## src/rtl/core/rlms_pkg.sv

```systemverilog
// ----------------------------------------------------------------------------
// rlms_pkg
// Shared types, constants and tables of the radial light map shader.
// ----------------------------------------------------------------------------
package rlms_pkg;

  localparam int MAP_WIDTH_DEF  = 80;
  localparam int MAP_HEIGHT_DEF = 64;
  localparam int LEVEL_W        = 9;
  localparam logic [8:0] LEVEL_MAX = 9'h100;

  localparam logic [1:0] KIND_CLEAR = 2'd0;
  localparam logic [1:0] KIND_LIGHT = 2'd1;
  localparam logic [1:0] KIND_SHADE = 2'd2;

  localparam logic [2:0] REG_ENABLE = 3'd0;
  localparam logic [2:0] REG_LEFT   = 3'd1;
  localparam logic [2:0] REG_TOP    = 3'd2;
  localparam logic [2:0] REG_RIGHT  = 3'd3;
  localparam logic [2:0] REG_BOTTOM = 3'd4;

  // one command as it travels from the front to the back
  typedef struct packed {
    logic [1:0]  kind;
    logic [8:0]  pos_x;
    logic [8:0]  pos_y;
    logic [7:0]  radius;
    logic [3:0]  power;
    logic [3:0]  fill_level;
    logic [15:0] pixel_color;
  } cmd_t;

  // clip region and enable
  typedef struct packed {
    logic       enable;
    logic [6:0] left;
    logic [5:0] top;
    logic [6:0] right;
    logic [5:0] bottom;
  } cfg_t;

  function automatic logic [8:0] level_lut(input logic [3:0] i);
    logic [8:0] v;
    case (i)
      4'd0:  v = 9'h000;
      4'd1:  v = 9'h018;
      4'd2:  v = 9'h028;
      4'd3:  v = 9'h038;
      4'd4:  v = 9'h048;
      4'd5:  v = 9'h060;
      4'd6:  v = 9'h070;
      4'd7:  v = 9'h080;
      4'd8:  v = 9'h0a0;
      4'd9:  v = 9'h0b0;
      4'd10: v = 9'h0d0;
      4'd11: v = 9'h0e0;
      4'd12: v = 9'h0e8;
      4'd13: v = 9'h0f0;
      4'd14: v = 9'h0f8;
      default: v = 9'h100;
    endcase
    return v;
  endfunction

endpackage

```

## src/rtl/core/rlms_front.sv

```systemverilog
// ----------------------------------------------------------------------------
// rlms_front
// Input side: accepts items, drops unknown kinds, and holds a two-entry queue.
// ----------------------------------------------------------------------------
module rlms_front
  import rlms_pkg::*;
(
  input  logic clk,
  input  logic rst,
  input  logic in_valid,
  output logic in_ready,
  input  cmd_t in_cmd,
  output logic q_valid,
  input  logic q_ready,
  output cmd_t q_cmd
);
  cmd_t       slot [2];
  logic       rd_ptr, wr_ptr;
  logic [1:0] count;
  logic       push, pop;

  assign in_ready = (count != 2'd2);
  // kind 3 is accepted and discarded
  assign push     = in_valid && in_ready && (in_cmd.kind != 2'd3);
  assign q_valid  = (count != 2'd0);
  assign pop      = q_valid && q_ready;
  assign q_cmd    = slot[rd_ptr];

  always_ff @(posedge clk) begin
    if (push) slot[wr_ptr] <= in_cmd;
    if (rst) begin
      rd_ptr <= 1'b0;
      wr_ptr <= 1'b0;
      count  <= 2'd0;
    end else begin
      if (push) wr_ptr <= ~wr_ptr;
      if (pop)  rd_ptr <= ~rd_ptr;
      count <= count + {1'b0, push} - {1'b0, pop};
    end
  end
endmodule

```

## config.mk

```make
export PLATFORM = sky130hd
export DESIGN_NAME = rlms_front
export DESIGN_NICKNAME = d
export VERILOG_FILES = /design/src/rtl/core/rlms_pkg.sv /design/src/rtl/core/rlms_front.sv
export SDC_FILE = /design/constraint.sdc
export NUM_CORES = 1
export LEC_CHECK = 0
export BUFFER_PORTS_ARGS = -buffer_cell sky130_fd_sc_hd__buf_2
export CAP_MARGIN = 20
export CORE_ASPECT_RATIO = 0.7
export CORE_MARGIN = 3
export CORE_UTILIZATION = 54
export CTS_BUF_LIST = sky130_fd_sc_hd__clkbuf_4
export DETAILED_ROUTE_END_ITERATION = 12
export GPL_TIMING_DRIVEN = 1
export PLACE_DENSITY = 0.81
export SLEW_MARGIN = 5
export SYNTH_ARGS = -nofsm -noshare
export SYNTH_HDL_FRONTEND = slang
export SYNTH_SLANG_ARGS = --single-unit
```

## constraint.sdc

```tcl
create_clock -name clk -period 4.1 [get_ports clk]
set_input_delay 0.82 -clock clk [delete_from_list [all_inputs] [get_ports clk]]
set_output_delay 0.82 -clock clk [all_outputs]
set_load 0.05 [all_outputs]
```

==> results.txt, run 1 <==
- Worst slew margin relative to its limit: 35.9%
- The startpoint identified for the worst hold timing path is rd_ptr.
* Netlist cell types: 19
- Post-DR vias/cell: 5.06
- The count of final hold-check violations came to 0.
* Final period util: 70.7%
- In this run the worst path has a maximum fanout of 52.
- Number of synthesis warnings: 0
- The core region is 7480 µm².
- Total power after layout: 3.37 mW
- Input and output buffers added on the ports amount to 109.
- Xor and xnor area share after synthesis: 0.411%
- The detail route stage leaves a number of antenna-violating nets equal to 0.
- Routability cong.: 0.706
* Synth Area in Compound Gates: 0.176%
- The internal portion of the total power is 2.00 mW.
* Die width: 112 µm
* Total number of H-tree levels: 3
- In this run the cell area of the synthesized design comes to 4260 µm².
* Mux cell area share after synthesis: 18.5%
- In the final layout, the share of cells above drive strength 1 is 59.4%.
* Category of the worst setup path capture point: output pin
- Entering global routing, the biggest net connects 53 pins.
- For the final routed database, the setup TNS stands at 0 ns.
- PostCTS Resize Cnt: 0
- The cell count after synthesis came out at 189.
- Proportion of power drawn by flip-flops and latches: 45.6%
- At the later pin of the worst-skew pair, clock insertion delay measures 0.43 ns.
- Dividing total power by cell area gives a power density of 678 nW/µm².
* Commonest cells in the synthesized netlist: sky130_fd_sc_hd__edfxtp_1, sky130_fd_sc_hd__mux2_4, sky130_fd_sc_hd__nor2_1
* Worst Reg2Reg Path Length in Cells: 4
- Peak per-stage delay on the critical path: 1.01 ns
- TritonCTS clock tree: built
- Setup Fix Bufs, Post-CTS: 0
- Mapped Nets: 247
- Kind of cell adding the most delay to the critical path: flip-flops
* Simple-gate share of the synthesized area: 1.88%
* Number of antenna violations at the first check in global routing: 0
- Critical path class: flop to output pin
- Number of hold-repair buffers added at the cts stage: 0
* CTS root buffer: sky130_fd_sc_hd__clkbuf_4
- Part of the power in the clock network: 13.6%
- Maximum VDD drop: 0.352 mV
- Dominant cells by area after synthesis: sky130_fd_sc_hd__edfxtp_1, sky130_fd_sc_hd__mux2_4, sky130_fd_sc_hd__buf_12
* Starting density of the core: 56.9%
- Net switching is 40.8% of the power.
- Final setup violating endpoints: 0
- The largest total area in the synthesized netlist belongs to sky130_fd_sc_hd__edfxtp_1.
- The number of max-slew violations in the final report is 0.
- Global routing consumed, over all layers together, 15.4% of the routing resources.
- Io pins: 110
* Final Skew: 0.0127 ns
* Area added between synthesis and finish: 16.9%
- P_leak: 1.96 nW
- Routed len/inst: 16.7 µm
- Number of design rule violations left after detail routing: 0
- P_sw: 1.38 mW
* Total overflow reported by the global router: 0
* Adder and majority gate portion of the synthesized area: 0.587%
* Max Cap Violations: 0
- Setup repair after global routing left no endpoint under its margin.
* Worst R2R Start: count[0]
* First-pass GRT wire length: 10300 µm
- Yosys mapped a number of flops with a built-in enable equal to 104.
- The number of antenna diodes in the final layout is 0.
- Arrival time reported for the critical path endpoint: 2.08 ns
* Nets: 363
- At the pin with the least slew margin, the transition time is 0.961 ns.
* Ys async rst share: 0%
- Count of state elements after synthesis: 109
- Clock buffers created by TritonCTS: 9
- Outcome: finished clean
- The initialized floorplan defines 26 standard-cell rows.
* Clk sinks: 109
* Average instance area after synthesis: 22.5 µm²
* Proportion of netlist area held by the largest area contributor: 73.3%
- Highest Clock Rate: 345 MHz
- Stages on worst setup path: 2
- Kind of start point of the critical path: flop
- Prevailing post-synth register cell: sky130_fd_sc_hd__edfxtp_1
- Largest family of logic cells by synthesized area: multiplexers
* Count of TritonRoute iterations in the first routing pass: 4
* Power share of the combinational group: 40.8%
- Highest-delay cell along the critical path: sky130_fd_sc_hd__dfxtp_4
- The smallest clock period supported by the final layout is computed as 2.90 ns.
* Vias in the first global route: 2009
* Most common cell in the synthesized netlist: sky130_fd_sc_hd__edfxtp_1
- CTS clock-pin slew for the worst setup and hold paths: 0.14 ns
- In this run the deepest clock path goes through 2 buffers.
- Fraction of the yosys area taken by sequential cells: 75.7%
* DR vias: 2063
- CP Buf/Inv Count: 1
- Area enclosed by the die boundary: 9010 µm²
* List of cells traversed by the critical path: mux2_2, buf_2
- Starting DRT DRC Count: 67
- In this run the vertical extent of the chip is 80.3 µm.
* Path category of the worst min-delay check: flop to flop
* Total Wirelength: 6820 µm
- Detailed Place HPWL: 4570 µm
- Number of cells on the worst hold path: 2
- Data required time of the critical path: 3.28 ns
[flip-flops by register name, indices dropped and copies added (netlist names), named ones only]
| signal | cells |
|---|---|
| rd_ptr | 1 |
| count | 2 |
| wr_ptr | 1 |
| slot | 104 |
[path summary, 6_finish.rpt]
path / endpoint / slack, ns
setup / recovery: q_cmd[51] / 1.20
hold / removal: flop / 0.54
setup reg to reg: slot[0][32] / 2.17
hold reg to reg: flop / 0.54
[cell usage in the layout, fill, tap and decap left out, types with 2 or more instances in the layout]
cell	netlist	routed
sky130_fd_sc_hd__mux2_2	2	2
sky130_fd_sc_hd__clkinv_1	0	2
sky130_fd_sc_hd__ha_1	2	2
sky130_fd_sc_hd__inv_1	2	2
sky130_fd_sc_hd__dfxtp_1	5	4
sky130_fd_sc_hd__nor2_1	7	5
sky130_fd_sc_hd__mux2_4	51	51
sky130_fd_sc_hd__edfxtp_1	104	104
sky130_fd_sc_hd__buf_2	0	109
sky130_fd_sc_hd__nor2_4	0	2
sky130_fd_sc_hd__inv_6	0	3
sky130_fd_sc_hd__clkbuf_4	0	9
[power by group through the flow]
stage / Combinational, mW / Sequential, mW / Clock, mW
after floorplan: 1.30 / 1.46 / 0
after global placement: 1.38 / 1.56 / 0
after detailed placement: 1.38 / 1.57 / 0
after CTS: 1.39 / 1.55 / 0.479
after global routing: 1.43 / 1.56 / 0.527
final: 1.38 / 1.54 / 0.458
[kinds of logic (layout without fill, tap and decap cells)]
| kind of cell | after synthesis | after routing |
|---|---|---|
| AOI/OAI and AO/OA | 1 | 1 |
| xor gates and xnor gates | 2 | 2 |
| adders and majority gates | 2 | 2 |
| buffers and inverters | 8 | 129 |
| DFF | 109 | 109 |
| muxes | 53 | 53 |
| and+or+nand+nor | 14 | 14 |
[area by class of cell]
cell class / count / area, µm²
clock buffer: 9 / 67.6
timing repair buffer: 111 / 573
clock inverter: 7 / 47.5
sequential: 109 / 3230
multi-input combinational: 72 / 933
tap: 98 / 123
fill: 512 / 2500
inverter: 2 / 7.51
[per-layer routing]
layer	up-vias	track usage, %	routed length [µm]
li1	962	-	-
met5	-	0	0
met4	0	4.68	74
met2	85	24.6	3260
met1	1007	19.5	2930
met3	9	6.25	543
[worst reg2reg max path: stages, from the launching register on]
cell and delay [ns]:
sky130_fd_sc_hd__dfxtp_1 0.40, sky130_fd_sc_hd__nand2b_2 0.18, sky130_fd_sc_hd__nand3_4 0.13, sky130_fd_sc_hd__nor2_4 0.30, sky130_fd_sc_hd__buf_4 0.55
[stage by stage]
| step | setup WS (ns) | utilization (%) | hold WS [ns] | area, µm² | std cells |
|---|---|---|---|---|---|
| floorplan | 0.426 | - | 0.481 | 4260 | 189 |
| global placement | 1.64 | 65.0 | 0.496 | 4860 | 392 |
| detailed placement | 1.63 | 65.0 | 0.507 | 4860 | 392 |
| CTS | 1.13 | 66.5 | 0.525 | 4980 | 408 |
| global route | 1.06 | 66.5 | 0.505 | 4980 | 408 |
| finish | 1.20 | 66.5 | 0.539 | 4980 | 408 |
Power figures use the tool's default switching activity.
==> run 2, diff against run 1 <==
CORE_UTILIZATION = 49   (was 54)
PLACE_DENSITY = 0.78   (was 0.81)
clock period = 2.61 ns   (was 4.1 ns; I/O delays follow)
==> results.txt, run 2 (synthesis gave the netlist of run 1 again) <==
- The run finished with clean final reports.
* CP Capture Point: q_cmd[51]
* Vias in the first global route: 2168
- Clock-pin slew was measured on the worst setup and hold paths at 0.15 ns.
- In this run the tightest slew margin relative to its limit is 75.3%.
- Max-slew violation count: 0
* Arrival time reported for the critical path endpoint: 1.90 ns
* Core footprint: 8140 µm²
- Worst Reg2Reg Path Length in Cells: 8
- STA classifies the critical path startpoint as a flop.
* Routability cong.: 0.695
- Final count of hold timing violations: 0
* Category of the worst setup path capture point: output pin
- Total number of H-tree levels: 3
* Vertical die dimension: 84.0 µm
* Number of hold-repair buffers added at the cts stage: 0
- Number of antenna violations at the first check in global routing: 0
* Routed len/inst: 16.0 µm
- Total power after layout: 5.39 mW
- The library cell used most frequently in the layout, excluding fill and tap cells, is sky130_fd_sc_hd__buf_2.
- Final min period: 2.43 ns
* N_diodes: 0
- The routed design has 6880 µm of wire.
- Total number of placement rows: 27
- The floorplan step defined a die boundary enclosing 9870 µm².
- DR vias: 2055
* First-pass GRT wire length: 10700 µm
- In the layout the commonest cells are sky130_fd_sc_hd__buf_2, sky130_fd_sc_hd__edfxtp_1, sky130_fd_sc_hd__mux2_4.
- Nets: 367
- Area added between synthesis and finish: 18.5%
* Residual antenna-violating net count after detailed routing: 0
* PostCTS Resize Cnt: 0
- Detailed Place HPWL: 4710 µm
- Highest Clock Rate: 412 MHz
* P_leak: 1.98 nW
* Number of buffers on the longest clock path: 2
- Number of design rule violations left after detail routing: 0
* Max Cap Violations: 0
- Critical Path Fanout Max: 25
- Transition at the pin with the smallest max-transition slack: 0.371 ns
- Flip-flop count of the largest register, all copies and words added: 104
- Final setup violating endpoints: 0
* Setup slack of the most critical reg-to-reg path: 0.96 ns
- Path category of the worst min-delay check: input port to flop
- 110 I/O pins were placed.
- Clock tree synthesis found a total of 109 sinks.
- Hold timing on the final database bottoms out at a slack of 0.255 ns.
- VDD sags by at most 0.634 mV.
- Fraction of final layout cells sized beyond drive strength 1: 59.6%
- Critical path class: flop to output pin
- More flip-flops sit in one register than any other, and that register is slot.
- Summed over all layers, the global routing overflow is 0.
- Before antenna repair, the detailed router went through 4 iterations.
- Global-route usage over all layers: 14.5%
- Final period util: 93.0%
* Clock buffers created by TritonCTS: 9
* TritonCTS clock tree: built
* Data required time of the critical path: 2.09 ns
- The endpoint identified for the worst register-to-register timing path is count[1].
* Post-DR vias/cell: 4.78
- Top flop regs: slot: 104 flops, count: 2 flops
* Starting density of the core: 52.3%
- RSZ-0062 raised after global routing: no
- The count of buffers added on input and output ports is 109.
* Starting DRT DRC Count: 107
* Largest net degree at the start of global routing: 28
- Power spread over the standard cell area amounts to 1070 nW/µm².
- In this run the critical register-to-register path is launched from count[0].
- For the worst-skew pair, the clock arrives at the later sink with an insertion delay of 0.44 ns.
- Setup Fix Bufs, Post-CTS: 0
* CTS root buffer: sky130_fd_sc_hd__clkbuf_4
- Final Skew: 0.00997 ns
- Die width: 117 µm
==> run 2: changes by cell type in the layout (fill, tap and decap cells not counted), sizes merged <==
cell    previous run  this run
inv                5         3
clkbuf             9        11
clkinv             4         3
bufinv             0         1
buf              111       115
==> run 2: per-layer routing <==
metal	GRT usage, %	routed length, µm	up-vias
met3	7.38	654	8
met5	0	0	-
met4	4.79	77	0
met2	23.3	3160	89
li1	-	-	969
met1	17.0	2990	989
==> run 2: area by class of cell <==
| class | instances | area (µm²) |
|---|---|---|
| multi-input cells | 72 | 933 |
| repair buffers | 115 | 603 |
| clock inverters | 5 | 50.0 |
| inverters | 2 | 7.51 |
| fillers | 603 | 3090 |
| clock buffers | 11 | 82.6 |
| well taps | 116 | 145 |
| flip-flops and latches | 109 | 3230 |
==> run 2: per-stage QoR <==
step | utilization, % | area [µm²] | TNS (ns) | setup slack (ns) | cells
after floorplan | - | 4260 | -87.48 | -0.841 | 189
after global placement | 60.4 | 4920 | 0 | 0.660 | 414
after detailed placement | 60.4 | 4920 | 0 | 0.670 | 414
after CTS | 62.0 | 5050 | 0 | 0.126 | 430
after global routing | 62.0 | 5050 | 0 | 0.0722 | 430
final | 62.0 | 5050 | 0 | 0.183 | 430
==> run 2: worst min-delay path by stage <==
stage                           from           to  slack, ns  cells after the start
after floorplan               rd_ptr         flop       0.48                      2
after global placement        rd_ptr         flop       0.50                      2
after detailed placement      rd_ptr       rd_ptr       0.51                      2
after CTS                 in_cmd[13]  slot[0][13]       0.21                      1
after global routing      in_cmd[30]  slot[1][30]       0.20                      1
final                     in_cmd[17]  slot[1][17]       0.25                      1
==> run 2: critical path, stage by stage, from the launching register on <==
cell	delay (ns)
sky130_fd_sc_hd__dfxtp_4	0.61
sky130_fd_sc_hd__buf_12	0.27
sky130_fd_sc_hd__mux2_2	0.35
sky130_fd_sc_hd__buf_2	0.21
==> run 2: power by group <==
group | leakage [nW] | switching (mW) | internal, mW | total (mW)
Clock | 0.0740 | 0.489 | 0.309 | 0.799
Combinational | 0.907 | 1.51 | 0.771 | 2.28
Sequential | 1.00 | 0.132 | 2.18 | 2.32
